===== config.mk =====
export PLATFORM = sky130hd
export DESIGN_NAME = spectrum_bar_peak_hold_unit
export DESIGN_NICKNAME = d
export VERILOG_FILES = /design/src/rtl/sbph_pkg.sv /design/src/rtl/sbph_ram.sv /design/src/rtl/sbph_ctrl.sv /design/src/rtl/sbph_dp.sv /design/src/rtl/spectrum_bar_peak_hold_unit.sv
export SDC_FILE = /design/constraint.sdc
export NUM_CORES = 2
export LEC_CHECK = 0
export ABC_AREA = 0
export BUFFER_PORTS_ARGS = -buffer_cell sky130_fd_sc_hd__buf_2
export CELL_PAD_IN_SITES_DETAIL_PLACEMENT = 1
export CELL_PAD_IN_SITES_GLOBAL_PLACEMENT = 2
export CORE_MARGIN = 1
export CORE_UTILIZATION = 40
export DETAILED_ROUTE_END_ITERATION = 8
export GPL_ROUTABILITY_DRIVEN = 1
export MAX_ROUTING_LAYER = met4
export PLACE_DENSITY_LB_ADDON = 0.1
export SLEW_MARGIN = 20
export SYNTH_ARGS = -nofsm -noshare
export SYNTH_HDL_FRONTEND = slang
export SYNTH_HIERARCHICAL = 1
export SYNTH_SLANG_ARGS = --single-unit
export TNS_END_PERCENT = 30

===== constraint.sdc =====
create_clock -name clk -period 8.1 [get_ports clk]
set_input_delay 1.62 -clock clk [delete_from_list [all_inputs] [get_ports clk]]
set_output_delay 1.62 -clock clk [all_outputs]
set_load 0.1 [all_outputs]

===== src/rtl/sbph_pkg.sv =====
// ----------------------------------------------------------------------------
// sbph_pkg
// shared types, codes and constants of the spectrum bar peak-hold unit
// ----------------------------------------------------------------------------
`default_nettype none

package sbph_pkg;

  // default sizes handed to the top level parameters
  localparam int NUM_BINS_DEF   = 32;
  localparam int MAX_HEIGHT_DEF = 319;

  // stream payload layout
  localparam int BIN_W       = 5;
  localparam int PART_W      = 16;
  localparam int OUT_H_W     = 9;
  localparam int OP_W        = 2;
  localparam int IN_TDATA_W  = 40;  // 5 + 16 + 16 = 37, padded to bytes
  localparam int OUT_TDATA_W = 24;  // 5 + 9 + 9 = 23, padded to bytes

  // operation codes
  localparam logic [OP_W-1:0] OP_TICK  = 2'd0;
  localparam logic [OP_W-1:0] OP_BIN   = 2'd1;
  localparam logic [OP_W-1:0] OP_FRAME = 2'd2;

  // configuration registers
  localparam int CFG_IDX_W  = 2;
  localparam int CFG_DATA_W = 16;
  localparam logic [CFG_IDX_W-1:0] CFG_BAR_PERIOD  = 2'd0;
  localparam logic [CFG_IDX_W-1:0] CFG_PEAK_PERIOD = 2'd1;
  localparam logic [CFG_IDX_W-1:0] CFG_HOLD_FRAMES = 2'd2;

  localparam int PERIOD_W = 16;
  localparam int HOLD_W   = 4;
  localparam logic [PERIOD_W-1:0] BAR_PERIOD_RST  = 16'd60;
  localparam logic [PERIOD_W-1:0] PEAK_PERIOD_RST = 16'd100;
  localparam logic [HOLD_W-1:0]   HOLD_FRAMES_RST = 4'd10;

  // square root of 4*(re^2+im^2): 34-bit radicand, 17 result bits
  localparam int RAD_W       = 34;
  localparam int ROOT_W      = 17;
  localparam int REM_W       = 18;
  localparam int SQRT_STEPS  = 17;
  localparam int STEP_CNT_W  = 5;

  // controller to datapath commands
  typedef struct packed {
    logic capture;   // latch the input item
    logic tick;      // count one sample tick
    logic fe_start;  // count a tick and decide the decay flags
    logic mul;       // square both parts
    logic sq_load;   // load the root unit
    logic sq_step;   // one root digit
    logic rd_bin;    // read the addressed bin
    logic rd_walk;   // read the walked bin
    logic wr_upd;    // write back the updated bin and load the result
    logic wr_walk;   // write back the decayed bin
  } sbph_cmd_t;

  // datapath to controller status
  typedef struct packed {
    logic [OP_W-1:0] op;
    logic            bin_ok;
    logic            out_free;
  } sbph_sts_t;

endpackage

`default_nettype wire


===== src/rtl/sbph_ram.sv =====
// ----------------------------------------------------------------------------
// sbph_ram
// generic single-write, single-read ram with registered read data
// ----------------------------------------------------------------------------
`default_nettype none

module sbph_ram #(
  parameter int WIDTH = 8,
  parameter int DEPTH = 32
) (
  input  logic                     clk,
  input  logic                     wr_en,
  input  logic [$clog2(DEPTH)-1:0] wr_addr,
  input  logic [WIDTH-1:0]         wr_data,
  input  logic                     rd_en,
  input  logic [$clog2(DEPTH)-1:0] rd_addr,
  output logic [WIDTH-1:0]         rd_data
);

  logic [WIDTH-1:0] mem [DEPTH];
  logic [WIDTH-1:0] rd_data_r;

  always_ff @(posedge clk) begin
    if (wr_en) begin
      mem[wr_addr] <= wr_data;
    end
    if (rd_en) begin
      rd_data_r <= mem[rd_addr];
    end
  end

  assign rd_data = rd_data_r;

endmodule

`default_nettype wire


===== src/rtl/sbph_ctrl.sv =====
// ----------------------------------------------------------------------------
// sbph_ctrl
// sequencer for bin updates and the frame-end walk over all bins
// ----------------------------------------------------------------------------
`default_nettype none

module sbph_ctrl #(
  parameter int NUM_BINS = 32
) (
  input  logic                        clk,
  input  logic                        rst_n,
  input  logic                        in_tvalid,
  output logic                        in_tready,
  input  sbph_pkg::sbph_sts_t         sts,
  output sbph_pkg::sbph_cmd_t         cmd,
  output logic [$clog2(NUM_BINS)-1:0] walk_idx
);

  import sbph_pkg::*;

  localparam int BW = $clog2(NUM_BINS);

  localparam logic [2:0] S_IDLE  = 3'd0;
  localparam logic [2:0] S_MUL   = 3'd1;
  localparam logic [2:0] S_LOAD  = 3'd2;
  localparam logic [2:0] S_SQRT  = 3'd3;
  localparam logic [2:0] S_RD    = 3'd4;
  localparam logic [2:0] S_UPD   = 3'd5;
  localparam logic [2:0] S_FE_RD = 3'd6;
  localparam logic [2:0] S_FE_WR = 3'd7;

  logic [2:0]            state_r, state_nxt;
  logic [STEP_CNT_W-1:0] step_r, step_nxt;
  logic [BW-1:0]         walk_r, walk_nxt;
  logic                  acc;

  assign in_tready = (state_r == S_IDLE);
  assign acc       = in_tvalid && in_tready;
  assign walk_idx  = walk_r;

  always_comb begin
    state_nxt = state_r;
    step_nxt  = step_r;
    walk_nxt  = walk_r;
    cmd       = '0;
    unique case (state_r)
      S_IDLE: begin
        if (acc) begin
          cmd.capture = 1'b1;
          case (sts.op)
            OP_TICK: cmd.tick = 1'b1;
            OP_FRAME: begin
              cmd.fe_start = 1'b1;
              walk_nxt     = '0;
              state_nxt    = S_FE_RD;
            end
            OP_BIN: begin
              if (sts.bin_ok) begin
                state_nxt = S_MUL;
              end
            end
            default: ;
          endcase
        end
      end
      S_MUL: begin
        cmd.mul   = 1'b1;
        state_nxt = S_LOAD;
      end
      S_LOAD: begin
        cmd.sq_load = 1'b1;
        step_nxt    = STEP_CNT_W'(SQRT_STEPS - 1);
        state_nxt   = S_SQRT;
      end
      S_SQRT: begin
        cmd.sq_step = 1'b1;
        step_nxt    = step_r - 1'b1;
        if (step_r == '0) begin
          state_nxt = S_RD;
        end
      end
      S_RD: begin
        cmd.rd_bin = 1'b1;
        state_nxt  = S_UPD;
      end
      S_UPD: begin
        if (sts.out_free) begin
          cmd.wr_upd = 1'b1;
          state_nxt  = S_IDLE;
        end
      end
      S_FE_RD: begin
        cmd.rd_walk = 1'b1;
        state_nxt   = S_FE_WR;
      end
      S_FE_WR: begin
        cmd.wr_walk = 1'b1;
        walk_nxt    = walk_r + 1'b1;
        if (walk_r == BW'(NUM_BINS - 1)) begin
          state_nxt = S_IDLE;
        end else begin
          state_nxt = S_FE_RD;
        end
      end
      default: state_nxt = S_IDLE;
    endcase
  end

  always_ff @(posedge clk) begin
    if (!rst_n) begin
      state_r <= S_IDLE;
      step_r  <= '0;
      walk_r  <= '0;
    end else begin
      state_r <= state_nxt;
      step_r  <= step_nxt;
      walk_r  <= walk_nxt;
    end
  end

endmodule

`default_nettype wire


===== src/rtl/sbph_dp.sv =====
// ----------------------------------------------------------------------------
// sbph_dp
// datapath: squares, digit-serial root, bin state ram, counters, result
// ----------------------------------------------------------------------------
`default_nettype none

module sbph_dp #(
  parameter int NUM_BINS   = 32,
  parameter int MAX_HEIGHT = 319
) (
  input  logic                                 clk,
  input  logic                                 rst_n,
  input  sbph_pkg::sbph_cmd_t                  cmd,
  input  logic [$clog2(NUM_BINS)-1:0]          walk_idx,
  output sbph_pkg::sbph_sts_t                  sts,
  input  logic [sbph_pkg::OP_W-1:0]            in_tuser,
  input  logic [sbph_pkg::IN_TDATA_W-1:0]      in_tdata,
  input  logic                                 cfg_valid,
  input  logic [sbph_pkg::CFG_IDX_W-1:0]       cfg_index,
  input  logic [sbph_pkg::CFG_DATA_W-1:0]      cfg_data,
  output logic                                 out_tvalid,
  input  logic                                 out_tready,
  output logic [sbph_pkg::OUT_TDATA_W-1:0]     out_tdata
);

  import sbph_pkg::*;

  localparam int BW = $clog2(NUM_BINS);
  localparam int HW = $clog2(MAX_HEIGHT + 1);
  localparam int EW = 2 * HW + HOLD_W;
  localparam logic [HW-1:0] MAXH = HW'(MAX_HEIGHT);
  localparam logic [HW:0]   MODV = (HW + 1)'(MAX_HEIGHT + 1);

  // configuration
  logic [PERIOD_W-1:0] bar_period_r, peak_period_r;
  logic [HOLD_W-1:0]   hold_frames_r;

  always_ff @(posedge clk) begin
    if (!rst_n) begin
      bar_period_r  <= BAR_PERIOD_RST;
      peak_period_r <= PEAK_PERIOD_RST;
      hold_frames_r <= HOLD_FRAMES_RST;
    end else if (cfg_valid) begin
      unique case (cfg_index)
        CFG_BAR_PERIOD:  bar_period_r  <= cfg_data;
        CFG_PEAK_PERIOD: peak_period_r <= cfg_data;
        CFG_HOLD_FRAMES: hold_frames_r <= cfg_data[HOLD_W-1:0];
        default: ;
      endcase
    end
  end

  // input decode
  logic [BIN_W-1:0] in_bin;
  assign in_bin     = in_tdata[BIN_W-1:0];
  assign sts.op     = in_tuser;
  assign sts.bin_ok = (32'(in_bin) < NUM_BINS);

  logic [BIN_W-1:0]         bin_r;
  logic signed [PART_W-1:0] re_r, im_r;

  always_ff @(posedge clk) begin
    if (cmd.capture) begin
      bin_r <= in_bin;
      re_r  <= in_tdata[BIN_W +: PART_W];
      im_r  <= in_tdata[BIN_W + PART_W +: PART_W];
    end
  end

  logic [BW+BIN_W-1:0] bin_ext;
  logic [BW-1:0]       bin_addr;
  assign bin_ext  = {{BW{1'b0}}, bin_r};
  assign bin_addr = bin_ext[BW-1:0];

  // tick counters
  logic [PERIOD_W-1:0] bar_cnt_r, peak_cnt_r, bar_cnt_inc, peak_cnt_inc;
  logic                bar_dec_r, peak_dec_r, bar_hit, peak_hit;

  assign bar_cnt_inc  = (bar_cnt_r == '1) ? bar_cnt_r : bar_cnt_r + 1'b1;
  assign peak_cnt_inc = (peak_cnt_r == '1) ? peak_cnt_r : peak_cnt_r + 1'b1;
  assign bar_hit      = bar_cnt_inc > bar_period_r;
  assign peak_hit     = peak_cnt_inc > peak_period_r;

  always_ff @(posedge clk) begin
    if (!rst_n) begin
      bar_cnt_r  <= '0;
      peak_cnt_r <= '0;
      bar_dec_r  <= 1'b0;
      peak_dec_r <= 1'b0;
    end else if (cmd.tick) begin
      bar_cnt_r  <= bar_cnt_inc;
      peak_cnt_r <= peak_cnt_inc;
    end else if (cmd.fe_start) begin
      bar_cnt_r  <= bar_hit ? '0 : bar_cnt_inc;
      peak_cnt_r <= peak_hit ? '0 : peak_cnt_inc;
      bar_dec_r  <= bar_hit;
      peak_dec_r <= peak_hit;
    end
  end

  // squares, one multiplier per part
  logic signed [2*PART_W-1:0] re_sq, im_sq;
  logic [2*PART_W-2:0]        re_sq_r, im_sq_r;
  assign re_sq = re_r * re_r;
  assign im_sq = im_r * im_r;

  always_ff @(posedge clk) begin
    if (cmd.mul) begin
      re_sq_r <= re_sq[2*PART_W-2:0];
      im_sq_r <= im_sq[2*PART_W-2:0];
    end
  end

  // digit-serial root, one result bit per step, msb first; the level is
  // the root modulo MAX_HEIGHT+1, folded in as the bits arrive
  logic [RAD_W-1:0]  rad_r;
  logic [REM_W-1:0]  rem_r;
  logic [ROOT_W-1:0] root_r;
  logic [HW-1:0]     mod_r;
  logic [2*PART_W-1:0] sq_sum;
  logic [REM_W+1:0]  trial, tcmp, diff;
  logic              ge;
  logic [HW:0]       mod2, mod2_sub;

  assign sq_sum   = {1'b0, re_sq_r} + {1'b0, im_sq_r};
  assign trial    = {rem_r, rad_r[RAD_W-1 -: 2]};
  assign tcmp     = {1'b0, root_r, 2'b01};
  assign ge       = trial >= tcmp;
  assign diff     = trial - tcmp;
  assign mod2     = {mod_r, ge};
  assign mod2_sub = mod2 - MODV;

  always_ff @(posedge clk) begin
    if (cmd.sq_load) begin
      rad_r  <= {sq_sum, 2'b00};
      rem_r  <= '0;
      root_r <= '0;
      mod_r  <= '0;
    end else if (cmd.sq_step) begin
      rad_r  <= {rad_r[RAD_W-3:0], 2'b00};
      rem_r  <= ge ? diff[REM_W-1:0] : trial[REM_W-1:0];
      root_r <= {root_r[ROOT_W-2:0], ge};
      mod_r  <= (mod2 >= MODV) ? mod2_sub[HW-1:0] : mod2[HW-1:0];
    end
  end

  // bin state ram, entries read as zero until first written
  logic                 rd_en, wr_en;
  logic [BW-1:0]        rd_addr, wr_addr;
  logic [EW-1:0]        rd_data, wr_data;
  logic [NUM_BINS-1:0]  vld_r;
  logic                 rd_vld_r;

  assign rd_en   = cmd.rd_bin || cmd.rd_walk;
  assign rd_addr = cmd.rd_walk ? walk_idx : bin_addr;
  assign wr_en   = cmd.wr_upd || cmd.wr_walk;
  assign wr_addr = cmd.wr_walk ? walk_idx : bin_addr;

  sbph_ram #(
    .WIDTH (EW),
    .DEPTH (NUM_BINS)
  ) u_ram (
    .clk     (clk),
    .wr_en   (wr_en),
    .wr_addr (wr_addr),
    .wr_data (wr_data),
    .rd_en   (rd_en),
    .rd_addr (rd_addr),
    .rd_data (rd_data)
  );

  always_ff @(posedge clk) begin
    if (!rst_n) begin
      vld_r    <= '0;
      rd_vld_r <= 1'b0;
    end else begin
      if (rd_en) begin
        rd_vld_r <= vld_r[rd_addr];
      end
      if (wr_en) begin
        vld_r[wr_addr] <= 1'b1;
      end
    end
  end

  logic [HW-1:0]     bar_cur, peak_cur, bar_up, bar_u, peak_u;
  logic [HW-1:0]     bar_w, peak_w;
  logic [HOLD_W-1:0] hold_cur, hold_u, hold_w;

  assign bar_cur  = rd_vld_r ? rd_data[HW-1:0] : '0;
  assign peak_cur = rd_vld_r ? rd_data[HW +: HW] : '0;
  assign hold_cur = rd_vld_r ? rd_data[2*HW +: HOLD_W] : '0;

  // bin update
  always_comb begin
    bar_up = (mod_r > bar_cur) ? mod_r : bar_cur;
    bar_u  = bar_up;
    peak_u = peak_cur;
    hold_u = hold_cur;
    if (bar_up >= peak_cur) begin
      peak_u = bar_up;
      hold_u = hold_frames_r;
      if (bar_up >= MAXH) begin
        bar_u  = MAXH;
        peak_u = MAXH;
      end
    end
  end

  // frame-end decay
  assign bar_w  = (bar_dec_r && bar_cur != '0) ? bar_cur - 1'b1 : bar_cur;
  assign peak_w = (peak_dec_r && peak_cur != '0 && hold_cur == '0) ?
                  peak_cur - 1'b1 : peak_cur;
  assign hold_w = (hold_cur != '0) ? hold_cur - 1'b1 : hold_cur;

  assign wr_data = cmd.wr_walk ? {hold_w, peak_w, bar_w} : {hold_u, peak_u, bar_u};

  // result register
  logic                   out_vld_r;
  logic [OUT_TDATA_W-1:0] out_data_r;
  logic [HW+OUT_H_W-1:0]  bar_ext, peak_ext;

  assign bar_ext  = {{OUT_H_W{1'b0}}, bar_u};
  assign peak_ext = {{OUT_H_W{1'b0}}, peak_u};
  assign sts.out_free = !out_vld_r || out_tready;

  always_ff @(posedge clk) begin
    if (!rst_n) begin
      out_vld_r <= 1'b0;
    end else if (cmd.wr_upd) begin
      out_vld_r <= 1'b1;
    end else if (out_tready) begin
      out_vld_r <= 1'b0;
    end
  end

  always_ff @(posedge clk) begin
    if (cmd.wr_upd) begin
      out_data_r <= {1'b0, peak_ext[OUT_H_W-1:0], bar_ext[OUT_H_W-1:0], bin_r};
    end
  end

  assign out_tvalid = out_vld_r;
  assign out_tdata  = out_data_r;

endmodule

`default_nettype wire


===== src/rtl/spectrum_bar_peak_hold_unit.sv =====
// ----------------------------------------------------------------------------
// spectrum_bar_peak_hold_unit
// per-bin bar and peak-cap meter with hold timers and timed decay
// ----------------------------------------------------------------------------
// A bin update item carries one complex spectrum value; the unit forms the
// level floor(2*sqrt(re^2+im^2)) modulo MAX_HEIGHT+1, raises the bin's bar and
// peak cap and returns one result item with the bin's new heights. Sample
// tick items only advance the two decay counters. A frame end item counts a
// tick, then walks every bin through the state ram, reading each bin and then
// writing it back decayed, and holds in_tready low until the walk is done. A
// bin update runs from the accept through the squares, the root unit load,
// 17 digit steps of the root, then one ram read and one write before the next
// accept. The result item sits in an output register, so the unit goes on
// while the result waits, stalling only if a second result is ready before
// the first is taken. Out-of-range bins and the unused operation code are
// dropped at the accept with no result. The bin state ram is not cleared: a
// valid bit per bin makes a never-written bin read as zero, so no clearing
// pass follows reset. Configuration writes are taken every cycle and should
// only be issued while the unit is idle.
// ----------------------------------------------------------------------------
`default_nettype none

module spectrum_bar_peak_hold_unit #(
  parameter int NUM_BINS   = sbph_pkg::NUM_BINS_DEF,
  parameter int MAX_HEIGHT = sbph_pkg::MAX_HEIGHT_DEF
) (
  input  logic                             clk,
  input  logic                             rst_n,
  // input items
  input  logic                             in_tvalid,
  output logic                             in_tready,
  input  logic [sbph_pkg::IN_TDATA_W-1:0]  in_tdata,   // bin_index, real_part, imag_part
  input  logic [sbph_pkg::OP_W-1:0]        in_tuser,   // operation
  // result items
  output logic                             out_tvalid,
  input  logic                             out_tready,
  output logic [sbph_pkg::OUT_TDATA_W-1:0] out_tdata,  // result_bin, bar_height, peak_height
  // configuration writes
  input  logic                             cfg_valid,
  output logic                             cfg_ready,
  input  logic [sbph_pkg::CFG_IDX_W-1:0]   cfg_index,
  input  logic [sbph_pkg::CFG_DATA_W-1:0]  cfg_data
);

  import sbph_pkg::*;

  localparam int BW = $clog2(NUM_BINS);

  sbph_cmd_t     cmd;
  sbph_sts_t     sts;
  logic [BW-1:0] walk_idx;

  // registers are always writable
  assign cfg_ready = 1'b1;

  // sequencer: accept decode, root step count, frame-end bin walk
  sbph_ctrl #(
    .NUM_BINS (NUM_BINS)
  ) u_ctrl (
    .clk       (clk),
    .rst_n     (rst_n),
    .in_tvalid (in_tvalid),
    .in_tready (in_tready),
    .sts       (sts),
    .cmd       (cmd),
    .walk_idx  (walk_idx)
  );

  // datapath: counters, root unit, bin state and result register
  sbph_dp #(
    .NUM_BINS   (NUM_BINS),
    .MAX_HEIGHT (MAX_HEIGHT)
  ) u_dp (
    .clk        (clk),
    .rst_n      (rst_n),
    .cmd        (cmd),
    .walk_idx   (walk_idx),
    .sts        (sts),
    .in_tuser   (in_tuser),
    .in_tdata   (in_tdata),
    .cfg_valid  (cfg_valid),
    .cfg_index  (cfg_index),
    .cfg_data   (cfg_data),
    .out_tvalid (out_tvalid),
    .out_tready (out_tready),
    .out_tdata  (out_tdata)
  );

  logic in_acc;
  assign in_acc = in_tvalid && in_tready;

`ifndef ASSERT_OFF
  // an in-range bin update keeps the unit busy for the root
  a_bin_busy: assert property (@(posedge clk) disable iff (!rst_n)
    in_acc && in_tuser == OP_BIN && in_tdata[BIN_W-1:0] < NUM_BINS |=> !in_tready)
    else $error("bin update accepted without going busy");

  // a frame end always starts the bin walk
  a_frame_busy: assert property (@(posedge clk) disable iff (!rst_n)
    in_acc && in_tuser == OP_FRAME |=> !in_tready)
    else $error("frame end accepted without starting the walk");

  // right after an update the peak cap is never below the bar
  a_peak_ge_bar: assert property (@(posedge clk) disable iff (!rst_n)
    out_tvalid |-> (MAX_HEIGHT >= 512) || (out_tdata[22:14] >= out_tdata[13:5]))
    else $error("peak cap below bar in a result");

  // a result never appears right after an idle cycle with no bin work
  a_result_src: assert property (@(posedge clk) disable iff (!rst_n)
    $rose(out_tvalid) |-> $past(!in_tready))
    else $error("result appeared without a bin update in flight");
`endif

endmodule

`default_nettype wire

==> results.py <==
metrics = {
    "timing": {
        "hold_viol": 0,
        "fin_crit_sh_pct": 89.0,
        "fin_worst_skew_ns": 0.0592,
        "period_minus_slack_ns": 7.21,
        "fmax_mhz": 139,
        "fin_setup_tns_ns": 0,
        "final_max_slew_viol_count": 0,
        "hold_slack_ns": 0.455,
        "tightest_slew_ns": 1.01,
        "maxSlewHeadroom_pct": 31.0,
        "rsz0062_at_grt": "false",
        "setup_viol": 0,
    },
    "global_route": {
        "grt_use_total_pct": 21.5,
        "antenna_found_initial": 7,
        "grt_overflow": 0,
        "grt_max_degree": 107,
        "grt_pass1_vias": 42600,
        "grt_pass1_wl_mm": 253,
    },
    "finish": {
        "nets": 6136,
        "layout_commonest_cell": "edfxtp_1",
        "fillCellCount": 16200,
        "multi_input_comb_area_sq_um": 29400,
        "final-seq-area_sq_um": 29500,
        "drive_gt1_share_pct": 9.62,
        "syn2layout_area_growth_pct": 11.1,
        "final_cell_mix": "878 x edfxtp_1, 742 x inv_1, 458 x fa_1, 413 x mux2i_1, 382 x nand2_1",
    },
    "detailed_routing": {
        "drtIter0Drc": 1961,
        "wirelength_mm": 161,
        "drt-pass1-iter-count": 7,
        "num_vias": 38900,
        "detail_route.wl_per_cell_um": 21.6,
        "drc": 0,
        "antenna_left": 0,
        "via_per_inst": 5.21,
    },
    "synthesis": {
        "syn_area_per_cell_sq_um": 12.0,
        "syn_nets": 6017,
        "seq_area_frac_synth_pct": 47.2,
        "synthCells": 5211,
        "synth_cell_types": 96,
        "async_flop_share_pct": 0,
        "synth_ff_type": "edfxtp_1",
        "ys_warn_count": 6,
        "synth_seq_cells": 1033,
        "syn-cell-area_sq_um": 62500,
        "synth_enable_flop_cells": 878,
    },
    "clock_tree": {
        "cts_root_buf": "clkbuf_16",
        "cts_resized": 0,
        "htree_levels": 3,
        "clk_latency_ns": 0.77,
        "hold_buffers": 0,
        "clock-sinks": 1033,
        "cts_setup_buffers": 0,
        "cts_buffers": 116,
        "clkTransAtPathRegs_ns": 0.06,
        "cts_max_path_buffers": 3,
        "cts_tree": "built",
    },
    "floorplanning": {
        "ios": 92,
        "die_y_um": 397,
        "start_util_pct": 40.4,
        "die-area_sq_um": 158000,
        "fp-row-count": 144,
        "core_area_sq_um": 155000,
        "die_x_um": 397,
    },
    "critical_path": {
        "reg2reg_slack_ns": 0.89,
        "cp-end-kind": "register",
        "cp.required_ns": 8.57,
        "critPathArrivalTime_ns": 7.68,
        "timing_worst_setup_path_type": "reg2reg",
        "critPathMaxFanout": 12,
        "start_kind": "register",
    },
    "place": {
        "place.detailed.hpwl_mm": 113,
        "gp_congestion": 0.804,
        "io_buffers": 86,
    },
    "run_status": {
        "run_status": "completed",
    },
    "worst_hold_path": {
        "hold_path_class": "reg2reg",
    },
    "run": {
        "maxCapViolCount": 0,
    },
}
## stage by stage
step                util [%]  cells  setup WS, ns  area, sq um
floorplan                  -   5211          1.73        62500
global placement        42.4   7256         0.962        65600
detailed placement      42.4   7256         0.885        65600
CTS                     44.9   7470         0.853        69400
global route            44.9   7470         0.325        69400
finish                  44.9   7472         0.895        69400
## path summary, 6_finish.rpt
kind | cells after the start | to | startpoint
worst min register to register | 2 | u_dp/bar_period_r[12]$_SDFFE_PN0P_ | u_dp/bar_period_r[12]$_SDFFE_PN0P_
worst min-delay path | 2 | u_dp/bar_period_r[12]$_SDFFE_PN0P_ | u_dp/bar_period_r[12]$_SDFFE_PN0P_
worst max-delay path | 20 | u_dp/im_sq_r[30]$_DFFE_PP_ | u_dp/im_r[5]$_DFFE_PP_
worst max register to register | 20 | u_dp/im_sq_r[30]$_DFFE_PP_ | u_dp/im_r[5]$_DFFE_PP_
## kinds of logic after synthesis
family | Yosys count | synth area share [%]
flops | 1033 | 47.2
compound gates | 746 | 8.13
mux | 458 | 7.48
simple gates | 1118 | 8.37
fa+ha+maj | 741 | 20.4
other cells | 3 | 0.0180
buf+inv | 951 | 6.20
xor+xnor | 161 | 2.26
## sequential cells by signal (all words and copies together) (netlist names), 5 cells and up
name / cells
u_dp/bar_cnt_r: 16
u_dp/rad_r: 32
u_dp/bar_period_r: 16
u_dp/out_tdata: 23
u_dp/bin_addr: 5
u_dp/u_ram/mem: 704
u_ctrl/step_r: 5
u_dp/root_r: 17
u_dp/peak_period_r: 16
u_dp/rem_r: 18
u_dp/peak_cnt_r: 16
u_dp/u_ram/rd_data: 22
u_dp/vld_r: 32
u_dp/re_sq_r: 30
u_ctrl/walk_idx: 5
u_dp/re_r: 16
u_dp/im_r: 16
u_dp/im_sq_r: 30
## critical path, cell delays in order, from the launching register on
cell      delay [ns]
edfxtp_1        0.79
nand2_1         0.23
fa_1            0.59
fa_1            0.52
inv_1           0.30
fa_1            0.50
fa_1            0.51
fa_1            0.49
inv_1           0.05
fa_1            0.47
inv_1           0.04
ha_1            0.36
o21ai_0         0.31
a21oi_1         0.17
a311oi_1        0.44
nand2_1         0.08
o21ai_0         0.46
o21ai_0         0.24
nor3_1          0.19
o21bai_1        0.10
xnor2_1         0.13
## Yosys cell counts (101+ instances only)
cell      instances  share of area, %
fa_1            458                15
xnor2_1         118               1.7
inv_1           745               4.5
mux2i_1         414               6.6
dfxtp_1         155               5.0
ha_1            283               5.7
nand2_1         382               2.3
edfxtp_1        878                42
a21oi_1         205               1.6
nor2_1          285               1.7
nand3_1         101              0.81
clkbuf_1        109              0.66
## area by class of cell
type / count / share of cell area [%]
antenna: 2 / 0.00721
clock buffer: 143 / 4.45
clock inverter: 71 / 1.05
inverter: 751 / 4.07
multi-input combinational: 3227 / 42.3
sequential: 1033 / 42.5
tap: 2044 / 3.69
timing repair buffer: 201 / 1.95
## per-layer routing
metal / up-vias / GRT usage (%) / wire length (um) / share of wire [%]
li1: 18300 / - / - / -
met1: 20100 / 26.9 / 71000 / 44
met2: 445 / 37.5 / 82700 / 51
met3: 186 / 2.45 / 4720 / 2.9
met4: 0 / 4.25 / 2990 / 1.9
met5: - / - / 0 / 0
Power is left out: the tool's default activity adds up to more than one toggle a clock period on the data nets, which glitch-free logic cannot reach.
